File: src/rtl/rpb_pkg.sv
package rpb_pkg;

    // Number of root bits produced by the square-root chain (one per cell).
    localparam int SQRT_STEPS = 32;
    // Default number of CORDIC iterations.
    localparam int CORDIC_STAGES_DEF = 16;
    // Width of an angle operand before normalization.
    localparam int PW = 34;
    // Width of a normalized operand: larger magnitude in [2^39, 2^40).
    localparam int NW = 41;
    // Width of a CORDIC vector component, with room for the gain.
    localparam int CW = 43;

    typedef struct packed {
        logic signed [CW-1:0] x;
        logic signed [CW-1:0] y;
        logic [31:0]          ang;
        logic                 zero;
    } vec_t;

    typedef struct packed {
        logic [63:0]        rem;
        logic [63:0]        root;
        vec_t               los;
        vec_t               yaw;
        logic signed [31:0] dx;
        logic signed [31:0] dy;
    } cell_data_t;

    // atan(2^-i) in units of 2^-32 turn.
    function automatic logic [31:0] atan_turn(input int i);
        logic [31:0] r;
        begin
            unique case (i)
                0: r = 32'd536870912;
                1: r = 32'd316933406;
                2: r = 32'd167458907;
                3: r = 32'd85004756;
                4: r = 32'd42667331;
                5: r = 32'd21354465;
                6: r = 32'd10679838;
                7: r = 32'd5340245;
                8: r = 32'd2670163;
                9: r = 32'd1335087;
                10: r = 32'd667544;
                11: r = 32'd333772;
                12: r = 32'd166886;
                13: r = 32'd83443;
                14: r = 32'd41722;
                15: r = 32'd20861;
                16: r = 32'd10430;
                17: r = 32'd5215;
                18: r = 32'd2608;
                19: r = 32'd1304;
                20: r = 32'd652;
                21: r = 32'd326;
                22: r = 32'd163;
                23: r = 32'd81;
                24: r = 32'd41;
                25: r = 32'd20;
                26: r = 32'd10;
                27: r = 32'd5;
                28: r = 32'd3;
                29: r = 32'd1;
                30: r = 32'd1;
                default: r = 32'd0;
            endcase
            return r;
        end
    endfunction

endpackage

File: src/rtl/rpb_cell.sv
module rpb_cell
    import rpb_pkg::*;
#(
    parameter int IDX           = 0,
    parameter int CORDIC_STAGES = CORDIC_STAGES_DEF
) (
    input  logic       aclk,
    input  logic       aresetn,
    input  logic       en,
    input  logic       in_valid,
    input  cell_data_t in_data,
    output logic       out_valid,
    output cell_data_t out_data
);

    localparam logic [63:0] SQ_BIT = 64'd1 << (62 - 2 * IDX);
    localparam logic [31:0] ATAN   = atan_turn(IDX);
    localparam bit          DO_ROT = (IDX < CORDIC_STAGES);

    logic       valid_reg;
    cell_data_t data_reg, data_next;
    logic [63:0] trial;

    function automatic vec_t rotate(input vec_t v);
        vec_t r;
        logic signed [CW-1:0] xs, ys;
        begin
            r  = v;
            xs = v.x >>> IDX;
            ys = v.y >>> IDX;
            if (v.y > 0) begin
                r.x   = v.x + ys;
                r.y   = v.y - xs;
                r.ang = v.ang + ATAN;
            end else begin
                r.x   = v.x - ys;
                r.y   = v.y + xs;
                r.ang = v.ang - ATAN;
            end
            return r;
        end
    endfunction

    always_comb begin
        data_next = in_data;
        // One bit of the integer square root.
        trial = in_data.root + SQ_BIT;
        if (in_data.rem >= trial) begin
            data_next.rem  = in_data.rem - trial;
            data_next.root = (in_data.root >> 1) + SQ_BIT;
        end else begin
            data_next.root = in_data.root >> 1;
        end
        // One CORDIC iteration on each vector, in the first CORDIC_STAGES cells only.
        if (DO_ROT) begin
            data_next.los = rotate(in_data.los);
            data_next.yaw = rotate(in_data.yaw);
        end
    end

    always_ff @(posedge aclk) begin
        if (!aresetn) begin
            valid_reg <= 1'b0;
        end else if (en) begin
            valid_reg <= in_valid;
        end
    end

    always_ff @(posedge aclk) begin
        if (en) begin
            data_reg <= data_next;
        end
    end

    assign out_valid = valid_reg;
    assign out_data  = data_reg;

endmodule

File: config.mk
export PLATFORM = sky130hd
export DESIGN_NAME = rpb_cell
export DESIGN_NICKNAME = d
export VERILOG_FILES = /design/src/rtl/rpb_pkg.sv /design/src/rtl/rpb_cell.sv
export SDC_FILE = /design/constraint.sdc
export NUM_CORES = 1
export LEC_CHECK = 0
export ABC_AREA = 1
export BUFFER_PORTS_ARGS = -buffer_cell sky130_fd_sc_hd__buf_2
export CORE_AREA = 5 5 333 335
export DETAILED_ROUTE_END_ITERATION = 8
export DIE_AREA = 0 0 338 340
export PLACE_DENSITY = 0.62
export SLEW_MARGIN = 20
export SYNTH_ARGS = -nofsm -noshare
export SYNTH_HDL_FRONTEND = slang
export SYNTH_SLANG_ARGS = --single-unit
File: constraint.sdc
create_clock -name aclk -period 3.1 [get_ports aclk]
set_clock_uncertainty 0.2 [all_clocks]
set_input_delay 0.465 -clock aclk [delete_from_list [all_inputs] [get_ports aclk]]
set_output_delay 0.465 -clock aclk [all_outputs]
set_load 0.02 [all_outputs]
==> flow_summary.yaml <==
clock_tree:
  clk_pin_slew_ps: 60
  cts_tree: "built"
  htreeDepth: 2
  clock_latency_ps: 670
  clk_path_buf_depth: 3
  cts_root_buffer: "clkbuf_16"
  cts_buffers: 52
  cts.sinks: 429
critical_path:
  cp_slowest_cell: "dlygate4sd3_1"
  cp.required_ps: 3360
  cpMostUsedCell: "nand2_1"
  crit_family: "buffers and inverters"
  crit_path_start_kind: "primary input"
  critical_path_class: "in2reg"
  max_stage_delay_ps: 660
  crit_chain: "dlygate4sd3_1 -> buf_2 -> inv_1 -> ha_1 -> nand2_1 -> inv_1 -> nand2_1 -> nand2_1 -> inv_1 -> nand2_1 -> a21oi_2 -> nor2_1 -> nor2_1 -> nand2_4 -> buf_12 -> o21ai_1"
  critical_path_buf_inv_count: 6
  arrival_ps: 3250
  end_kind: "register"
  critPathMaxFanout: 29
final_layout:
  layout_commonest_cell: "nand2_1"
  multiInputGateArea_um2: 22680
  stdcell_area_um2: 56010
  seq_area_um2: 12870
  stdcell_count: 9422
  num-nets-final: 8720
  area_delta_synth_final_pct: 39.20
  final_cell_mix: "2,148 x nand2_1, 1,068 x inv_1, 863 x buf_2"
  layout-drive-gt1-share_pct: 22.06
  nFillCells: 10710
synthesis:
  synth_fa_ha_area_share_pct: 10.77
  synth.net_count: 6917
  yosys.area_share.simple_pct: 34.07
  yosysTopAreaCellShare_pct: 31.94
  ys_types: 44
  synth_xor_area_share_pct: 2.373
  synth_mux_area_share_pct: 0
  synth_area_per_cell_um2: 6.551
  synth_top_family_by_area: "simple AND/OR/NAND/NOR gates"
  synthTopCellsByArea: "edfxtp_1 32%, nand2_1 20%, ha_1 10%"
  yosysWarnings: 0
  synth_area_um2: 40230
  synthArstFlopShare_pct: 0
  synth-seq-cells: 429
  syn-instance-count: 6142
  synth-main-ff-cell: "edfxtp_1"
  synth_edf_count: 428
  yosysSeqAreaShare_pct: 31.99
  synth_compound_area_share_pct: 9.068
  yosysTopAreaCell: "edfxtp_1"
global_routing:
  antenna_found_initial: 25
  grt.total_usage_pct: 34.57
  grt_pass1_vias: 45570
  grt_pass1_wl_mm: 294.8
  grt_max_degree: 64
  overflow: 0
detailed_routing:
  wl_per_cell_um: 22.01
  vias: 47660
  viasPerCell: 5.058
  routed_wl_mm: 207.4
  ant_nets: 0
  drc: 0
  drt-initial-drc-count: 4610
  dr.pass1.iters: 6
sta:
  period_share_pct: 96.75
  clock.fmax_mhz: 333.4
  drv_slew: 0
  rsz0062_at_grt: "false"
  worst_hold_slack_ps: 33.46
  finalSetupViolCount: 0
  slew_headroom_pct: 47.27
  finalCriticalPeriod_ps: 2999
  final_hold_viol_count: 0
  tightest_slew_ps: 783.7
floorplanning:
  dieWidth_um: 338
  ioPinCount: 865
  core_um2: 107800
  initial_core_util_pct: 37.32
  dieArea_um2: 114900
  die_y_um: 340
  rows: 121
power:
  powerDensity_nw_per_um2: 427.6
  p_leak_nw: 30.33
  finalPower_mw: 23.95
  vdd_ir_drop_max_mv: 0.3983
place:
  place_area_um2: 51660
  dp_hpwl_mm: 175.6
  numPortBuffers: 864
  gp_congestion: 1.042
  dp_cells: 9050
worst_hold_path:
  hp-class: "in2reg"
flow_run:
  cap_viol_max_count: 0
run_status:
  outcome: "complete, no violations"
-- state kept, by name, indices dropped and copies added (netlist names) --
signal     cells
out_data     428
out_valid      1
-- power breakdown --
part	internal, mW	switching [mW]	leakage, nW
logic	3.56	6.37	25.3
registers	7.27	0.380	4.19
clock network	3.52	2.86	0.812
-- metal layers --
metal  global-route usage (%)  wire [um]  vias up
met2                    55.68      92450     2198
met4                    15.42      10980        8
met1                    44.53      85290    22000
li1                         -          -    23080
met3                    7.539      18640      373
met5                        0         55        -
-- Yosys cell counts (11+ instances only) --
| master | n |
|---|---|
| nand2_1 | 2151 |
| inv_1 | 1068 |
| nor2_1 | 529 |
| nand3_1 | 503 |
| edfxtp_1 | 428 |
| a21oi_1 | 357 |
| ha_1 | 332 |
| o21ai_0 | 261 |
| xor2_1 | 105 |
| buf_2 | 80 |
| nand4_1 | 71 |
| nor3_1 | 28 |
| clkbuf_1 | 27 |
| o21bai_1 | 27 |
| o21ai_1 | 16 |
| o21a_1 | 15 |
| nor4_1 | 14 |
| or2_2 | 12 |
| nand3_2 | 11 |
-- worst register-to-register path, delay by kind of cell (launching register included) --
family	cells	cell delay, ps
AOI/OAI and AO/OA	2	300
buffers and inverters	1	570
DFF	1	310
-- what timing repair did --
| item | in CTS | in global routing |
|---|---|---|
| hold buffers | 255 | 0 |
| resized for setup | 0 | 7 |
| endpoints found under the hold margin | 255 | 0 |
| endpoints found under the setup margin | 0 | 24 |
| buffers inserted | 0 | 0 |
-- path summary, 6_finish.rpt --
check | from | end | slack (ps) | depth (start not counted)
worst max-delay path | in_data[349] | out_data[367]$_DFFE_PP_ | 100 | 16
worst min-delay path | in_data[407] | out_data[407]$_DFFE_PP_ | 30 | 3
worst max register to register | out_valid$_SDFFE_PN0P_ | out_valid$_SDFFE_PN0P_ | 1600 | 3
worst min register to register | out_valid$_SDFFE_PN0P_ | out_valid$_SDFFE_PN0P_ | 990 | 3
-- metrics by stage --
stage	setup slack, ps	setup TNS [ps]	utilization (%)
finish	100.7	0	51.96
global route	7.604	0	51.93
CTS	52.74	0	51.89
detailed placement	-307.4	-14550	47.92
global placement	-366.7	-16950	47.92
floorplan	456.4	0	-
-- final cells by class --
cell class / instances / area share [%]
clock inverter: 40 / 0.7261
multi-input combinational: 4506 / 40.49
inverter: 1078 / 7.229
timing repair buffer: 1878 / 22.96
sequential: 429 / 22.98
antenna: 20 / 0.08936
clock buffer: 57 / 2.357
tap: 1414 / 3.159
-- cell families (layout without fill, tap and decap cells) --
group / after synthesis / after routing
buffers and inverters: 1207 / 3053
XOR/XNOR: 109 / 109
AND/OR/NAND/NOR: 3358 / 3358
AO/OA/AOI/OAI: 698 / 698
flip-flops: 429 / 429
adder cells (fa/ha/maj): 341 / 341
other: 0 / 20
No activity file was read; power rests on OpenSTA's default activity.
