File: src/rtl/rpb_pkg.sv
package rpb_pkg;

    // Number of root bits produced by the square-root chain (one per cell).
    localparam int SQRT_STEPS = 32;
    // Default number of CORDIC iterations.
    localparam int CORDIC_STAGES_DEF = 16;
    // Width of an angle operand before normalization.
    localparam int PW = 34;
    // Width of a normalized operand: larger magnitude in [2^39, 2^40).
    localparam int NW = 41;
    // Width of a CORDIC vector component, with room for the gain.
    localparam int CW = 43;

    typedef struct packed {
        logic signed [CW-1:0] x;
        logic signed [CW-1:0] y;
        logic [31:0]          ang;
        logic                 zero;
    } vec_t;

    typedef struct packed {
        logic [63:0]        rem;
        logic [63:0]        root;
        vec_t               los;
        vec_t               yaw;
        logic signed [31:0] dx;
        logic signed [31:0] dy;
    } cell_data_t;

    // atan(2^-i) in units of 2^-32 turn.
    function automatic logic [31:0] atan_turn(input int i);
        logic [31:0] r;
        begin
            unique case (i)
                0: r = 32'd536870912;
                1: r = 32'd316933406;
                2: r = 32'd167458907;
                3: r = 32'd85004756;
                4: r = 32'd42667331;
                5: r = 32'd21354465;
                6: r = 32'd10679838;
                7: r = 32'd5340245;
                8: r = 32'd2670163;
                9: r = 32'd1335087;
                10: r = 32'd667544;
                11: r = 32'd333772;
                12: r = 32'd166886;
                13: r = 32'd83443;
                14: r = 32'd41722;
                15: r = 32'd20861;
                16: r = 32'd10430;
                17: r = 32'd5215;
                18: r = 32'd2608;
                19: r = 32'd1304;
                20: r = 32'd652;
                21: r = 32'd326;
                22: r = 32'd163;
                23: r = 32'd81;
                24: r = 32'd41;
                25: r = 32'd20;
                26: r = 32'd10;
                27: r = 32'd5;
                28: r = 32'd3;
                29: r = 32'd1;
                30: r = 32'd1;
                default: r = 32'd0;
            endcase
            return r;
        end
    endfunction

endpackage

File: src/rtl/rpb_prep.sv
module rpb_prep
    import rpb_pkg::*;
(
    input  logic                 aclk,
    input  logic                 en,
    input  logic signed [PW-1:0] in_x,
    input  logic signed [PW-1:0] in_y,
    output vec_t                 out_vec
);

    logic signed [NW-1:0] p1_x_reg, p1_y_reg, p2_x_reg, p2_y_reg;
    logic [39:0]          p1_m_reg, p2_m_reg;
    logic                 p1_zero_reg, p2_zero_reg;
    vec_t                 out_reg;

    logic signed [NW-1:0] p1_x_next, p1_y_next, p2_x_next, p2_y_next;
    logic [39:0]          p1_m_next, p2_m_next;
    logic [PW-1:0]        ax, ay, am;
    vec_t                 out_next;
    logic signed [NW-1:0] x3, y3;
    logic [39:0]          m3;

    // Larger magnitude, then a fixed pre-scale that brings it below 2^40.
    always_comb begin
        ax = in_x[PW-1] ? PW'(-in_x) : PW'(in_x);
        ay = in_y[PW-1] ? PW'(-in_y) : PW'(in_y);
        am = (ax > ay) ? ax : ay;
        p1_x_next = NW'(in_x) <<< 6;
        p1_y_next = NW'(in_y) <<< 6;
        p1_m_next = 40'(am) << 6;
    end

    // Coarse normalizing shifts.
    always_comb begin
        p2_x_next = p1_x_reg;
        p2_y_next = p1_y_reg;
        p2_m_next = p1_m_reg;
        if (p2_m_next[39:8] == '0) begin
            p2_m_next = p2_m_next << 32;
            p2_x_next = p2_x_next <<< 32;
            p2_y_next = p2_y_next <<< 32;
        end
        if (p2_m_next[39:24] == '0) begin
            p2_m_next = p2_m_next << 16;
            p2_x_next = p2_x_next <<< 16;
            p2_y_next = p2_y_next <<< 16;
        end
        if (p2_m_next[39:32] == '0) begin
            p2_m_next = p2_m_next << 8;
            p2_x_next = p2_x_next <<< 8;
            p2_y_next = p2_y_next <<< 8;
        end
    end

    // Fine shifts, then fold the left half plane onto the right one.
    always_comb begin
        x3 = p2_x_reg;
        y3 = p2_y_reg;
        m3 = p2_m_reg;
        if (m3[39:36] == '0) begin
            m3 = m3 << 4;
            x3 = x3 <<< 4;
            y3 = y3 <<< 4;
        end
        if (m3[39:38] == '0) begin
            m3 = m3 << 2;
            x3 = x3 <<< 2;
            y3 = y3 <<< 2;
        end
        if (!m3[39]) begin
            x3 = x3 <<< 1;
            y3 = y3 <<< 1;
        end
        out_next.zero = p2_zero_reg;
        if (x3 < 0) begin
            out_next.x   = -CW'(x3);
            out_next.y   = -CW'(y3);
            out_next.ang = 32'h8000_0000;
        end else begin
            out_next.x   = CW'(x3);
            out_next.y   = CW'(y3);
            out_next.ang = '0;
        end
    end

    always_ff @(posedge aclk) begin
        if (en) begin
            p1_x_reg    <= p1_x_next;
            p1_y_reg    <= p1_y_next;
            p1_m_reg    <= p1_m_next;
            p1_zero_reg <= (am == '0);
            p2_x_reg    <= p2_x_next;
            p2_y_reg    <= p2_y_next;
            p2_m_reg    <= p2_m_next;
            p2_zero_reg <= p1_zero_reg;
            out_reg     <= out_next;
        end
    end

    assign out_vec = out_reg;

endmodule

File: config.mk
export PLATFORM = sky130hd
export DESIGN_NAME = rpb_prep
export DESIGN_NICKNAME = d
export VERILOG_FILES = /design/src/rtl/rpb_pkg.sv /design/src/rtl/rpb_prep.sv
export SDC_FILE = /design/constraint.sdc
export NUM_CORES = 1
export LEC_CHECK = 0
export BUFFER_PORTS_ARGS = -buffer_cell sky130_fd_sc_hd__buf_2
export CAP_MARGIN = 20
export CORE_ASPECT_RATIO = 1.5
export CORE_MARGIN = 2
export CORE_UTILIZATION = 45
export CTS_CLUSTER_SIZE = 12
export DETAILED_ROUTE_END_ITERATION = 8
export HOLD_SLACK_MARGIN = 0.03
export PLACE_DENSITY = 0.74
export SLEW_MARGIN = 20
export SYNTH_ARGS = -nofsm -noshare
export SYNTH_HDL_FRONTEND = slang
export SYNTH_SLANG_ARGS = --single-unit
export TNS_END_PERCENT = 100
File: constraint.sdc
create_clock -name aclk -period 4.65 [get_ports aclk]
set_clock_uncertainty 0.05 [all_clocks]
set_input_delay 0.6975 -clock aclk [delete_from_list [all_inputs] [get_ports aclk]]
set_output_delay 0.6975 -clock aclk [all_outputs]
set_load 0.01 [all_outputs]
==> flow_metrics.tcl <==
set metrics [dict create \
    status "finished clean" \
    clock_sinks 257 \
    fin_util_pct 53.2 \
    pwr-share-clk_pct 27.8 \
    drive_gt1_share_pct 19.1 \
    slew_headroom_pct 30.6 \
    setup-violations-final 0 \
    rr_endpoint "out_vec[102]$_DFFE_PP_" \
    wl_per_cell_um 22.0 \
    hp-class "primary input to flip-flop" \
    synth_cells 1869 \
    async_reset_ff_share_pct 0 \
    post_cts_resized 0 \
    gp_congestion 1.01 \
    syn_area_per_cell_um2 9.38 \
    clk_pin_slew_ps 70 \
    dieWidth_um 165 \
    grt_pass1_vias 15600 \
    max_cap_viol_count 0 \
    layout_commonest_cell "edfxtp_1" \
    vias 16000 \
    numCtsBuffers 28 \
    grt_start_max_net_pins 114 \
    reg2reg_slack_ps 290 \
    intPower_mw 4.90 \
    vdd_ir_drop_max_mv 0.249 \
    grt_setup_unrepaired "no" \
    seq_power_share_pct 43.3 \
    dieHeight_um 246 \
    finalSetupTns_ps 0 \
    synth_top_family_by_area "compound AO/OA/AOI/OAI gates" \
    vias_per_cell 6.11 \
    drc 0 \
    synthFlopType "edfxtp_1" \
    dpl.hpwl_um 45600 \
    dr.pass1.iters 6 \
    arrival_ps 4780 \
    largest_reg_flops 76 \
    rows 88 \
    r2r_cells 11 \
    io_pins 189 \
    cts_hold_buf 0 \
    worstPathMaxFanout 13 \
    worstSetupPathType "primary input to flip-flop" \
    min_from "in_y[24]" \
    holdPathEnd "p1_y_reg[30]$_DFFE_PP_" \
    fin_nets 2212 \
    finalCritPeriodShare_pct 95.0 \
    synth_compound_area_share_pct 18.5 \
    clk_path_buf_depth 3 \
    synthToLayoutAreaGrowth_pct 16.7 \
    portBuffers 145 \
    leakagePower_nw 8.01 \
    routed_wl_um 57500 \
    initial_core_util_pct 45.6 \
    p_sw_mw 2.38 \
    core_area_um2 38400 \
    overflow 0 \
    final_cell_mix "257 x edfxtp_1, 202 x nand2_1, 172 x buf_4" \
    synth_fa_ha_area_share_pct 2.71 \
    die_area_um2 40600 \
    drv_slew 0 \
    grt_usage_pct 28.0 \
    cp.required_ps 5020 \
    yosys_register_bits 257 \
    cp-start-kind "primary input" \
    htreeDepth 1 \
    cts_post_setup_buffers_inserted 0 \
    n_antenna_cell 0 \
    synth_edf_count 257 \
    grt_pass1_wl_um 87500 \
    syn-cell-area_um2 17500 \
    p_per_area_nw_per_um2 356 \
    fmax_mhz 226 \
    swShare_pct 32.7 \
    ys_warn_count 0 \
    tightest_slew_ps 1040 \
    seq_area_frac_synth_pct 44.0 \
    insertion_delay_ps 580 \
    cts_tree "built" \
    initialDrtViolationCount 1284 \
    r2r_start "p2_m_reg[37]$_DFFE_PP_" \
    period_minus_slack_ps 4420 \
    cts-root-buf "clkbuf_16" \
    grt_antenna_before_repair 0 \
    min_path_cells 1 \
    hold_viol 0 \
    synthMuxAreaShare_pct 5.13 \
    worstSetupEndpointType "flip-flop" \
    synth.distinct_cells 84 \
    synth_xor_area_share_pct 5.30 \
    power_frac_comb_pct 28.9 \
    ant_nets 0 \
    synthSimpleGateAreaFrac_pct 18.4 \
]
[stage by stage]
stage | std cells | power, mW | setup slack (ps) | cell area [um2] | hold slack, ps
after detailed placement | 2569 | 5.27 | -239 | 19700 | 358
after global routing | 2612 | 7.62 | 69.0 | 20500 | 303
final | 2612 | 7.29 | 233 | 20500 | 307
after CTS | 2612 | 7.28 | 313 | 20500 | 284
after floorplan | 1913 | 4.43 | -4.35 | 17700 | 350
after global placement | 2569 | 5.22 | -228 | 19700 | 354
[cells by family (layout without fill, tap and decap cells)]
| kind of cell | after synthesis | in the layout |
|---|---|---|
| buffers and inverters | 209 | 413 |
| adder cells (fa/ha/maj) | 38 | 38 |
| AND/OR/NAND/NOR | 660 | 660 |
| flip-flops | 257 | 257 |
| other | 1 | 45 |
| AO/OA/AOI/OAI | 509 | 509 |
| XOR/XNOR | 106 | 106 |
| multiplexers | 89 | 89 |
[area by class of cell]
cell class / count / area [um2]
clock inverter: 15 / 109
timing repair buffer: 322 / 2130
tap: 495 / 619
clock buffer: 28 / 701
multi-input combinational: 1447 / 9010
inverter: 48 / 180
sequential: 257 / 7720
fill: 3507 / 18000
[power by group through the flow]
stage	clock network, mW	logic [mW]	registers, mW
after floorplan	0	1.26	3.17
after global placement	0	2.03	3.19
after detailed placement	0	2.07	3.20
after CTS	2.05	2.08	3.15
after global routing	2.13	2.30	3.18
final	2.02	2.11	3.15
[critical path, stage by stage]
cell,delay [ps]
buf_2,100
or4_4,550
or3_1,340
or2_1,250
buf_4,150
o31ai_1,240
xor2_1,360
inv_1,180
ha_1,350
nand4_1,110
nor3_1,160
buf_4,150
nand2_1,80
o41ai_4,530
buf_4,290
mux2i_1,230
[how the worst max path moves through the flow]
stage | cells past startpoint | from | slack, ps | end
finish | 16 | in_x[12] | 230 | p1_m_reg[39]$_DFFE_PP_
global route | 15 | in_x[22] | 70 | p1_m_reg[20]$_DFFE_PP_
CTS | 15 | in_x[12] | 310 | p1_m_reg[39]$_DFFE_PP_
detailed placement | 14 | in_x[12] | -240 | p1_m_reg[29]$_DFFE_PP_
global placement | 16 | in_x[12] | -230 | p1_zero_reg$_DFFE_PP_
floorplan | 20 | in_y[0] | -4 | p1_m_reg[16]$_DFFE_PP_
[routing by layer]
layer	vias up	share of wire [%]	GRT usage, %
met1	7598	34	28.5
met2	722	53	52.6
met4	0	8.0	19.9
li1	7411	-	-
met5	-	0	0
met3	221	4.5	2.60
[synth_stat cells (all sizes together) (24+ instances only)]
cell / n / area, um2
a211oi: 33 / 248
a21oi: 168 / 841
and3: 54 / 338
buf: 84 / 561
clkbuf: 77 / 289
edfxtp: 257 / 7720
ha: 38 / 475
inv: 48 / 180
mux2i: 82 / 821
nand2: 204 / 766
nand3: 49 / 245
nand4: 24 / 150
nor2: 154 / 583
nor3: 51 / 272
o21ai: 110 / 551
o31ai: 24 / 185
xnor2: 43 / 377
xor2: 63 / 552
(Power assumes the default switching activity.)
